## config.mk

```make
export PLATFORM = sky130hd
export DESIGN_NAME = software_timer_table
export DESIGN_NICKNAME = d
export VERILOG_FILES = /design/src/rtl/stt_pkg.sv /design/src/rtl/stt_front.sv /design/src/rtl/stt_queue.sv /design/src/rtl/stt_back.sv /design/src/rtl/software_timer_table.sv
export SDC_FILE = /design/constraint.sdc
export NUM_CORES = 2
export LEC_CHECK = 0
export BUFFER_PORTS_ARGS = -buffer_cell sky130_fd_sc_hd__buf_2
export CORE_MARGIN = 4
export CORE_UTILIZATION = 40
export DETAILED_ROUTE_END_ITERATION = 7
export GPL_TIMING_DRIVEN = 0
export PLACE_DENSITY_LB_ADDON = 0.15
export SYNTH_ARGS = -nofsm -noshare
export SYNTH_HDL_FRONTEND = slang
export SYNTH_HIERARCHICAL = 1
export SYNTH_SLANG_ARGS = --single-unit
```

## constraint.sdc

```tcl
create_clock -name clk -period 42.6 [get_ports clk]
set_input_delay 4.26 -clock clk [delete_from_list [all_inputs] [get_ports clk]]
set_output_delay 4.26 -clock clk [all_outputs]
set_load 0.01 [all_outputs]
```

## src/rtl/stt_pkg.sv

```systemverilog
`timescale 1ns / 1ps
`default_nettype none
// ----------------------------------------------------------------------------
// stt_pkg
// shared types and constants of the software timer table
// ----------------------------------------------------------------------------
package stt_pkg;

  localparam int TABLE_ENTRIES_DEF = 16;
  localparam int QUEUE_DEPTH       = 2;

  localparam logic [2:0] FUNC_TICK  = 3'd0;
  localparam logic [2:0] FUNC_SET   = 3'd1;
  localparam logic [2:0] FUNC_STOP  = 3'd2;
  localparam logic [2:0] FUNC_REARM = 3'd3;
  localparam logic [2:0] FUNC_CLEAR = 3'd4;

  localparam logic [1:0] KIND_EXPIRY  = 2'd0;
  localparam logic [1:0] KIND_STORED  = 2'd1;
  localparam logic [1:0] KIND_REFUSED = 2'd2;
  localparam logic [1:0] KIND_FULL    = 2'd3;

  localparam logic [0:0] REG_TICK_SECONDS = 1'd0;
  localparam logic [0:0] REG_SET_ENABLED  = 1'd1;

  typedef struct packed {
    logic [2:0]  func;
    logic [31:0] duration;
    logic [31:0] key_a;
    logic [31:0] key_b;
    logic        once_mode;
  } in_item_t;

  typedef struct packed {
    logic [1:0]  kind;
    logic [31:0] period;
    logic [31:0] out_key_a;
    logic [31:0] out_key_b;
    logic        last;
  } out_item_t;

  // classified command handed from front to back
  typedef struct packed {
    logic [2:0]  func;
    logic        refused;
    logic [31:0] period;
    logic [31:0] key_a;
    logic [31:0] key_b;
    logic        once_mode;
  } cmd_t;

endpackage
`default_nettype wire

```

## src/rtl/stt_front.sv

```systemverilog
`timescale 1ns / 1ps
`default_nettype none
// ----------------------------------------------------------------------------
// stt_front
// accepts commands, divides set durations bit-serially, emits classified cmds
// ----------------------------------------------------------------------------
module stt_front import stt_pkg::*; (
  input  wire logic     clk,
  input  wire logic     rst_n,
  input  wire logic     in_valid,
  output logic          in_ready,
  input  wire in_item_t in_data,
  input  wire logic [15:0] tick_seconds,
  input  wire logic     set_enabled,
  output logic          cmd_valid,
  input  wire logic     cmd_ready,
  output cmd_t          cmd_data
);

  typedef enum logic [2:0] {
    S_IDLE = 3'b001,
    S_DIV  = 3'b010,
    S_OUT  = 3'b100
  } state_t;

  state_t      state_r, state_nxt;
  cmd_t        cmd_r;
  logic [31:0] quo_r;
  logic [15:0] rem_r, div_r;
  logic [4:0]  cnt_r;
  logic [16:0] trial;

  assign in_ready  = (state_r == S_IDLE);
  assign cmd_valid = (state_r == S_OUT);
  assign cmd_data  = cmd_r;
  assign trial     = {rem_r, quo_r[31]} - {1'b0, div_r};

  always_comb begin
    state_nxt = state_r;
    case (state_r)
      S_IDLE: if (in_valid) begin
        if (in_data.func == FUNC_SET && set_enabled && in_data.duration != '0) begin
          state_nxt = S_DIV;
        end else begin
          state_nxt = S_OUT;
        end
      end
      S_DIV: if (cnt_r == 5'd31) state_nxt = S_OUT;
      S_OUT: if (cmd_ready) state_nxt = S_IDLE;
      default: state_nxt = S_IDLE;
    endcase
  end

  always_ff @(posedge clk) begin
    if (!rst_n) begin
      state_r <= S_IDLE;
    end else begin
      state_r <= state_nxt;
    end
    case (state_r)
      S_IDLE: begin
        cmd_r.func      <= in_data.func;
        cmd_r.refused   <= !set_enabled || in_data.duration == '0;
        cmd_r.period    <= '0;
        cmd_r.key_a     <= in_data.key_a;
        cmd_r.key_b     <= in_data.key_b;
        cmd_r.once_mode <= in_data.once_mode;
        quo_r <= in_data.duration;
        rem_r <= '0;
        cnt_r <= '0;
        div_r <= (tick_seconds == '0) ? 16'd1 : tick_seconds;
      end
      S_DIV: begin
        // restoring division, one quotient bit per cycle
        if (!trial[16]) begin
          rem_r <= trial[15:0];
          quo_r <= {quo_r[30:0], 1'b1};
        end else begin
          rem_r <= {rem_r[14:0], quo_r[31]};
          quo_r <= {quo_r[30:0], 1'b0};
        end
        cnt_r <= cnt_r + 5'd1;
        if (cnt_r == 5'd31) begin
          cmd_r.period <= (quo_r[30:0] == '0 && trial[16]) ? 32'd1 :
                          {quo_r[30:0], !trial[16]};
        end
      end
      default: ;
    endcase
  end

endmodule
`default_nettype wire

```

## src/rtl/stt_queue.sv

```systemverilog
`timescale 1ns / 1ps
`default_nettype none
// ----------------------------------------------------------------------------
// stt_queue
// short fifo between the front and back parts
// ----------------------------------------------------------------------------
module stt_queue import stt_pkg::*; (
  input  wire logic clk,
  input  wire logic rst_n,
  input  wire logic wr_valid,
  output logic      wr_ready,
  input  wire cmd_t wr_data,
  output logic      rd_valid,
  input  wire logic rd_ready,
  output cmd_t      rd_data
);

  cmd_t       mem_r [QUEUE_DEPTH];
  logic       wp_r, rp_r;
  logic [1:0] cnt_r;

  assign wr_ready = (cnt_r != 2'd2);
  assign rd_valid = (cnt_r != 2'd0);
  assign rd_data  = mem_r[rp_r];

  always_ff @(posedge clk) begin
    if (!rst_n) begin
      wp_r <= 1'b0;
      rp_r <= 1'b0;
      cnt_r <= '0;
    end else begin
      if (wr_valid && wr_ready) wp_r <= !wp_r;
      if (rd_valid && rd_ready) rp_r <= !rp_r;
      cnt_r <= cnt_r + {1'b0, wr_valid && wr_ready} - {1'b0, rd_valid && rd_ready};
    end
    if (wr_valid && wr_ready) mem_r[wp_r] <= wr_data;
  end

endmodule
`default_nettype wire

```

## src/rtl/stt_back.sv

```systemverilog
`timescale 1ns / 1ps
`default_nettype none
// ----------------------------------------------------------------------------
// stt_back
// timer slot table: walks slots for tick, stop, rearm and set
// ----------------------------------------------------------------------------
module stt_back import stt_pkg::*; #(
  parameter int TABLE_ENTRIES = TABLE_ENTRIES_DEF
) (
  input  wire logic clk,
  input  wire logic rst_n,
  input  wire logic cmd_valid,
  output logic      cmd_ready,
  input  wire cmd_t cmd_data,
  output logic      out_valid,
  input  wire logic out_ready,
  output out_item_t out_data
);

  localparam int IW = (TABLE_ENTRIES > 1) ? $clog2(TABLE_ENTRIES) : 1;
  localparam logic [IW-1:0] LAST_IDX = IW'(TABLE_ENTRIES - 1);

  typedef enum logic [2:0] {
    S_IDLE = 3'b001,
    S_WALK = 3'b010,
    S_FLUSH = 3'b100
  } state_t;

  state_t state_r;
  cmd_t   cmd_r;
  logic [IW-1:0] idx_r;
  logic [TABLE_ENTRIES-1:0] valid_r, oneshot_r, wait_r;
  logic [31:0] ka_r [TABLE_ENTRIES];
  logic [31:0] kb_r [TABLE_ENTRIES];
  logic [31:0] per_r [TABLE_ENTRIES];
  logic [31:0] rem_r [TABLE_ENTRIES];

  // one held expiry so last can be marked once the walk ends
  logic      pend_r;
  out_item_t pend_data_r;
  logic      ovalid_r;
  out_item_t odata_r;

  logic [31:0] dec;
  logic        hit, expire, match, at_end, out_free, load_out;

  assign cmd_ready = (state_r == S_IDLE);
  assign out_valid = ovalid_r;
  assign out_data  = odata_r;
  assign out_free  = !ovalid_r || out_ready;
  assign dec       = rem_r[idx_r] - 32'd1;
  assign hit       = valid_r[idx_r] && !wait_r[idx_r];
  assign expire    = hit && dec == '0;
  assign match     = valid_r[idx_r] && ka_r[idx_r] == cmd_r.key_a &&
                     kb_r[idx_r] == cmd_r.key_b;
  assign at_end    = (idx_r == LAST_IDX);
  assign load_out  = (state_r == S_WALK && cmd_r.func == FUNC_TICK && expire && pend_r &&
                      out_free) ||
                     (state_r == S_WALK && cmd_r.func == FUNC_SET && out_free &&
                      (cmd_r.refused || !valid_r[idx_r] || at_end)) ||
                     (state_r == S_FLUSH && pend_r && out_free);

  always_ff @(posedge clk) begin
    if (!rst_n) begin
      state_r  <= S_IDLE;
      valid_r  <= '0;
      pend_r   <= 1'b0;
      ovalid_r <= 1'b0;
    end else begin
      if (load_out) ovalid_r <= 1'b1;
      else if (out_ready) ovalid_r <= 1'b0;
      case (state_r)
        S_IDLE: if (cmd_valid) begin
          cmd_r <= cmd_data;
          idx_r <= '0;
          if (cmd_data.func == FUNC_CLEAR) begin
            valid_r <= '0;
          end else if (cmd_data.func <= FUNC_REARM) begin
            state_r <= S_WALK;
          end
        end
        S_WALK: begin
          case (cmd_r.func)
            FUNC_TICK: if (!(expire && pend_r && !out_free)) begin
              if (hit) begin
                rem_r[idx_r] <= expire ? per_r[idx_r] : dec;
                if (expire) begin
                  if (oneshot_r[idx_r]) valid_r[idx_r] <= 1'b0;
                  else wait_r[idx_r] <= 1'b1;
                  if (pend_r) begin
                    odata_r <= '{kind: pend_data_r.kind, period: pend_data_r.period,
                                 out_key_a: pend_data_r.out_key_a,
                                 out_key_b: pend_data_r.out_key_b, last: 1'b0};
                  end
                  pend_r <= 1'b1;
                  pend_data_r <= '{kind: KIND_EXPIRY, period: per_r[idx_r],
                                   out_key_a: ka_r[idx_r], out_key_b: kb_r[idx_r],
                                   last: 1'b1};
                end
              end
              idx_r <= idx_r + IW'(1);
              if (at_end) state_r <= S_FLUSH;
            end
            FUNC_SET: begin
              if (cmd_r.refused) begin
                if (out_free) begin
                  odata_r  <= '{kind: KIND_REFUSED, period: '0, out_key_a: cmd_r.key_a,
                                out_key_b: cmd_r.key_b, last: 1'b1};
                  state_r  <= S_IDLE;
                end
              end else if (!valid_r[idx_r]) begin
                if (out_free) begin
                  valid_r[idx_r]   <= 1'b1;
                  ka_r[idx_r]      <= cmd_r.key_a;
                  kb_r[idx_r]      <= cmd_r.key_b;
                  per_r[idx_r]     <= cmd_r.period;
                  rem_r[idx_r]     <= cmd_r.period;
                  oneshot_r[idx_r] <= cmd_r.once_mode;
                  wait_r[idx_r]    <= 1'b0;
                  odata_r  <= '{kind: KIND_STORED, period: '0, out_key_a: cmd_r.key_a,
                                out_key_b: cmd_r.key_b, last: 1'b1};
                  state_r  <= S_IDLE;
                end
              end else if (at_end) begin
                if (out_free) begin
                  odata_r  <= '{kind: KIND_FULL, period: '0, out_key_a: cmd_r.key_a,
                                out_key_b: cmd_r.key_b, last: 1'b1};
                  state_r  <= S_IDLE;
                end
              end else begin
                idx_r <= idx_r + IW'(1);
              end
            end
            default: begin
              if (match) begin
                if (cmd_r.func == FUNC_STOP) valid_r[idx_r] <= 1'b0;
                else wait_r[idx_r] <= 1'b0;
                state_r <= S_IDLE;
              end else if (at_end) begin
                state_r <= S_IDLE;
              end
              idx_r <= idx_r + IW'(1);
            end
          endcase
        end
        S_FLUSH: begin
          if (!pend_r) begin
            state_r <= S_IDLE;
          end else if (out_free) begin
            odata_r  <= pend_data_r;
            pend_r   <= 1'b0;
            state_r  <= S_IDLE;
          end
        end
        default: state_r <= S_IDLE;
      endcase
    end
  end

endmodule
`default_nettype wire

```

## src/rtl/software_timer_table.sv

```systemverilog
`timescale 1ns / 1ps
`default_nettype none
// ----------------------------------------------------------------------------
// software_timer_table
// table of one-shot and periodic timers keyed by two 32-bit keys
//
//   channel  dir  handshake            payload
//   in_      in   in_valid/in_ready    in_item_t
//   out_     out  out_valid/out_ready  out_item_t
//   cfg_     in   apb psel/penable     tick_seconds, set_enabled
//
// an enabled set with nonzero duration runs the front's 32-step divider
// tick, stop and rearm walk one slot per cycle; a stalled output holds tick
// clear and unused codes finish in the back's idle state, with no walk
// a 2-entry queue lets the front divide while the back walks the table
// synchronous active-low reset empties the table, no clearing pass
// ----------------------------------------------------------------------------
module software_timer_table import stt_pkg::*; #(
  parameter int TABLE_ENTRIES = TABLE_ENTRIES_DEF
) (
  input  wire logic        clk,
  input  wire logic        rst_n,
  input  wire logic        in_valid,
  output logic             in_ready,
  input  wire in_item_t    in_data,
  output logic             out_valid,
  input  wire logic        out_ready,
  output out_item_t        out_data,
  input  wire logic        cfg_psel,
  input  wire logic        cfg_penable,
  input  wire logic        cfg_pwrite,
  input  wire logic [2:2]  cfg_paddr,
  input  wire logic [31:0] cfg_pwdata,
  output logic [31:0]      cfg_prdata,
  output logic             cfg_pready
);

  logic [15:0] tick_seconds_r;
  logic        set_enabled_r;
  logic        fq_valid, fq_ready, qb_valid, qb_ready;
  cmd_t        fq_data, qb_data;

  assign cfg_pready = 1'b1;
  assign cfg_prdata = (cfg_paddr[2] == REG_SET_ENABLED) ? {31'd0, set_enabled_r} :
                      {16'd0, tick_seconds_r};

  always_ff @(posedge clk) begin
    if (!rst_n) begin
      tick_seconds_r <= 16'd1;
      set_enabled_r  <= 1'b1;
    end else if (cfg_psel && cfg_penable && cfg_pwrite) begin
      if (cfg_paddr[2] == REG_TICK_SECONDS) tick_seconds_r <= cfg_pwdata[15:0];
      else set_enabled_r <= cfg_pwdata[0];
    end
  end

  stt_front u_front (
    .clk, .rst_n, .in_valid, .in_ready, .in_data,
    .tick_seconds(tick_seconds_r), .set_enabled(set_enabled_r),
    .cmd_valid(fq_valid), .cmd_ready(fq_ready), .cmd_data(fq_data)
  );

  stt_queue u_queue (
    .clk, .rst_n,
    .wr_valid(fq_valid), .wr_ready(fq_ready), .wr_data(fq_data),
    .rd_valid(qb_valid), .rd_ready(qb_ready), .rd_data(qb_data)
  );

  stt_back #(.TABLE_ENTRIES(TABLE_ENTRIES)) u_back (
    .clk, .rst_n,
    .cmd_valid(qb_valid), .cmd_ready(qb_ready), .cmd_data(qb_data),
    .out_valid, .out_ready, .out_data
  );

  a_out_hold: assert property (@(posedge clk) disable iff (!rst_n)
    out_valid && !out_ready |=> out_valid && $stable(out_data))
    else $error("result dropped under stall");

  a_period_zero: assert property (@(posedge clk) disable iff (!rst_n)
    out_valid && out_data.kind != KIND_EXPIRY |-> out_data.period == '0 && out_data.last)
    else $error("set result malformed");

  a_expiry_period: assert property (@(posedge clk) disable iff (!rst_n)
    out_valid && out_data.kind == KIND_EXPIRY |-> out_data.period != '0)
    else $error("zero period expiry");

endmodule
`default_nettype wire
```

==> run_results.csv <==
group,metric,value,unit
run_status,outcome,"finished with violations",
run_status,violations,"max-capacitance violations, max-slew violations",
sta,min_period,10.03,ns
sta,clock_skew,0.0683,ns
placed_design,place_congestion,0.880,
critical_path,crit_path_max_incr_delay,1.16,ns
yosys,synthAdderAreaFrac,0.303,%
detailed_routing,ant_nets,0,
yosys,yosys.area.top_type_share,75.3,%
clock_network,root_buffer,"clkbuf_16",
detailed_routing,wl_met3,28700,µm
floorplanning,rows,192,
cells_and_area,area_growth,16.7,%
worst_hold_path,hold_class,"reg2reg",
detailed_routing,drc,0,
cells_and_area,layout-drive-gt1-share,25.7,%
detailed_routing,wl_per_cell,33.5,µm
clock_network,post_cts_resized,0,
sta,rsz0062_at_grt,"no",
critical_path,worst_setup_path_end_kind,"flip-flop",
global_route,grt_usage,23.2,%
yosys,yosys.area.top_type,"edfxtp_1",
critical_path,cp_slowest_cell,"nor4_2",
floorplanning,die_area,0.283,mm²
yosys,syn-cell-area,0.110,mm²
yosys,ys_types,107,
clock_network,cts.sinks,2802,
cells_and_area,final_cell_mix,"edfxtp_1 (2752), mux4_2 (539), buf_2 (314)",
clock_network,clock_path_buffers,4,
clock_network,htreeDepth,5,
detailed_routing,wl,334000,µm
critical_path,crit_family,"buffers and inverters",
critical_path,cp.arrival,10.73,ns
floorplanning,die_w,532,µm
clock_network,cts-buffers-inserted,304,
power_and_ir_drop,p_leak,41.8,nW
critical_path,path_class,"reg2reg",
power_and_ir_drop,power_density,58.1,mW/mm²
detailed_routing,top_layer_used,"met5",
clock_network,clk_pin_slew,0.06,ns
yosys,synthArstFlopShare,0,%
critical_path,rrSetupSlack,32.57,ns
detailed_routing,wl_met1,141000,µm
critical_path,path_max_fanout,10,
yosys,synth_edf_count,2752,
sta,tns,0,ns
clock_network,cts_tree,"yes",
yosys,netlist_top_cells_area,"edfxtp_1 (75%), mux4_2 (11%), mux2i_1 (1.7%)",
critical_path,crit_path_start_kind,"flip-flop",
placed_design,dpl.hpwl,226000,µm
flow_run,maxCapViolations,2,
sta,setup_violations,0,
placed_design,dpl_cell_area,0.119,mm²
yosys,synth_top_family_by_area,"multiplexers",
floorplanning,num_io_pins,274,
floorplanning,start_util,40.2,%
yosys,avgSynthCellArea,20.2,µm²
critical_path,worstPathRequired,43.30,ns
clock_network,cts_hold_buf,0,
yosys,netlist_instances,5435,
critical_path,crit_chain,"clkbuf_1 > buf_6 > buf_6 > clkbuf_1 > buf_2 > buf_1 > clkbuf_1 > clkbuf_1 > a21oi_1 > xor2_1 > nor4_1 > nand4b_1 > nor4_2 > o21bai_1 > buf_2 > o31ai_1 > a21oi_1",
detailed_routing,post_drt_via_cell_ratio,5.80,
detailed_routing,met2_length,154000,µm
floorplanning,core_region_area,0.273,mm²
sta,slew_violations,22,
global_route,grt_pass1_wl,462000,µm
critical_path,worstPathBufferInverterCount,9,
yosys,synth_seq_cells,2802,
cells_and_area,final_cell_area,0.128,mm²
yosys,synthFlopType,"edfxtp_1",
clock_network,worstSkewPairLatency,0.87,ns
power_and_ir_drop,peakVddDrop,0.0000367,V
clock_network,post_cts_buffers,0,
detailed_routing,vias,57900,
detailed_routing,drt_iter0_drc,7461,
sta,fmax,99.7,MHz
sta,relSlewSlack,-1.99,%
global_route,grt_max_degree,69,
yosys,yosys-mux-area-fraction,14.4,%
sta,tightest_slew,1.53,ns
yosys,yosysWarningCount,6,
yosys,synth-simple-area-share,3.80,%
sta,finalHoldViolCount,0,
yosys,synth_compound_area_share,2.68,%
sta,finalCritPeriodShare,23.6,%
cells_and_area,final_common_cell,"edfxtp_1",
yosys,synth-xor-area-share,0.885,%
yosys,synth-seq-area-share,76.2,%
cells_and_area,nets,6309,
global_route,grt_pass1_vias,57400,
global_route,antenna_found_initial,24,
detailed_routing,dr.pass1.iters,6,
floorplanning,die-height,532,µm
critical_path,timing.critical_path.mode_cell,"clkbuf_1",
global_route,grt-ovfl-total,0,
placed_design,numPortBuffers,240,
==> worst register-to-register path, cell delays in order (launching register included) <==
cell and delay [ns]:
dfxtp_1 0.30, clkbuf_1 0.51, buf_6 0.30, buf_6 0.20, clkbuf_1 0.67, buf_2 0.70, buf_1 1.08, clkbuf_1 1.07
clkbuf_1 0.94, a21oi_1 0.31, xor2_1 0.23, nor4_1 0.99, nand4b_1 0.26, nor4_2 1.16, o21bai_1 0.49, buf_2 0.34
o31ai_1 0.28, a21oi_1 0.10
==> cells in the mapped netlist (7+ instances only) <==
cell type  instances
o31ai_1           16
a21o_1            40
and4_1             8
nor3_1            20
buf_2             72
o22ai_1           13
a22o_1             8
mux4_1            15
o21ai_0           65
nor2_1           164
ha_1              25
nor4_1            36
and2b_1           10
and2_1            55
mux2_2            25
buf_4             45
or2_2              9
nand2_1          311
mux2i_1          183
inv_1             50
a31oi_1           12
nand2b_1          20
nor3b_1            7
nand4_1           12
xnor2_1           54
buf_6             37
mux2_1           105
clkbuf_1         122
a221oi_1           8
and3_1            48
a211oi_1          22
a21oi_1          139
buf_1             11
mux4_2           539
xor2_1            57
a22oi_1           29
o211ai_1          14
edfxtp_1        2752
nor2b_1           44
dfxtp_1           50
nand3_1           52
o21ai_1            8
==> cell type report <==
cell class / count / area [µm²]
clock buffers: 384 / 8010
fillers: 22900 / 145000
flip-flops and latches: 2802 / 83600
repair buffers: 387 / 4020
inverters: 53 / 204
diodes: 9 / 22.5
multi-input cells: 2302 / 24700
plain buffers: 293 / 1720
clock inverters: 152 / 1410
well taps: 3589 / 4490
==> flip-flops by register name, summed over array words and instances, names as in the netlist, 32 cells and up, named ones only <==
signal              flops
u_back/cmd_r          101
u_back/ka_r           512
u_back/per_r          512
u_queue/mem_r         202
u_back/out_data        99
u_back/rem_r          512
u_front/cmd_data      101
u_back/pend_data_r     96
u_front/quo_r          32
u_back/kb_r           512
==> final timing paths <==
path                                        from                              end  depth (start not counted)
hold reg to reg   u_front/cmd_data[13]$_DFFE_PP_   u_queue/mem_r[0][13]$_DFFE_PP_                          0
hold / removal    u_front/cmd_data[13]$_DFFE_PP_   u_queue/mem_r[0][13]$_DFFE_PP_                          0
setup reg to reg                       flip-flop  u_back/valid_r[13]$_SDFFE_PN0P_                         17
setup / recovery                       flip-flop  u_back/valid_r[13]$_SDFFE_PN0P_                         17
==> power by group <==
group	switching [mW]	internal (mW)
combinational	1.03	0.542
sequential	0.0894	3.25
clock	1.07	1.46
total	2.19	5.25
==> per-stage QoR <==
stage	total power, mW	util [%]	std cells	hold WS, ns	worst slack (ns)
floorplan	4.25	-	5450	0.421	27.97
global placement	4.93	42.3	9279	0.424	16.08
detailed placement	4.96	43.4	9424	0.430	32.59
CTS	7.49	46.9	9960	0.432	32.59
global route	7.70	46.9	9963	0.447	32.67
finish	7.44	46.9	9971	0.429	32.57
==> kinds of logic (layout without fill, tap and decap cells) <==
logic type,Yosys count,count (layout)
DFF,2802,2802
muxes,867,867
and+or+nand+nor,841,841
AOI/OAI and AO/OA,440,440
buffers and inverters,346,1269
xor gates and xnor gates,111,111
adders and majority gates,26,26
other,2,26
==> routing by layer <==
layer	GRT usage, %	vias to the layer above
met2	36.0	2683
met5	0	-
met4	6.75	8
li1	-	23600
met3	4.49	451
met1	33.4	31200
Power figures use the tool's default switching activity.
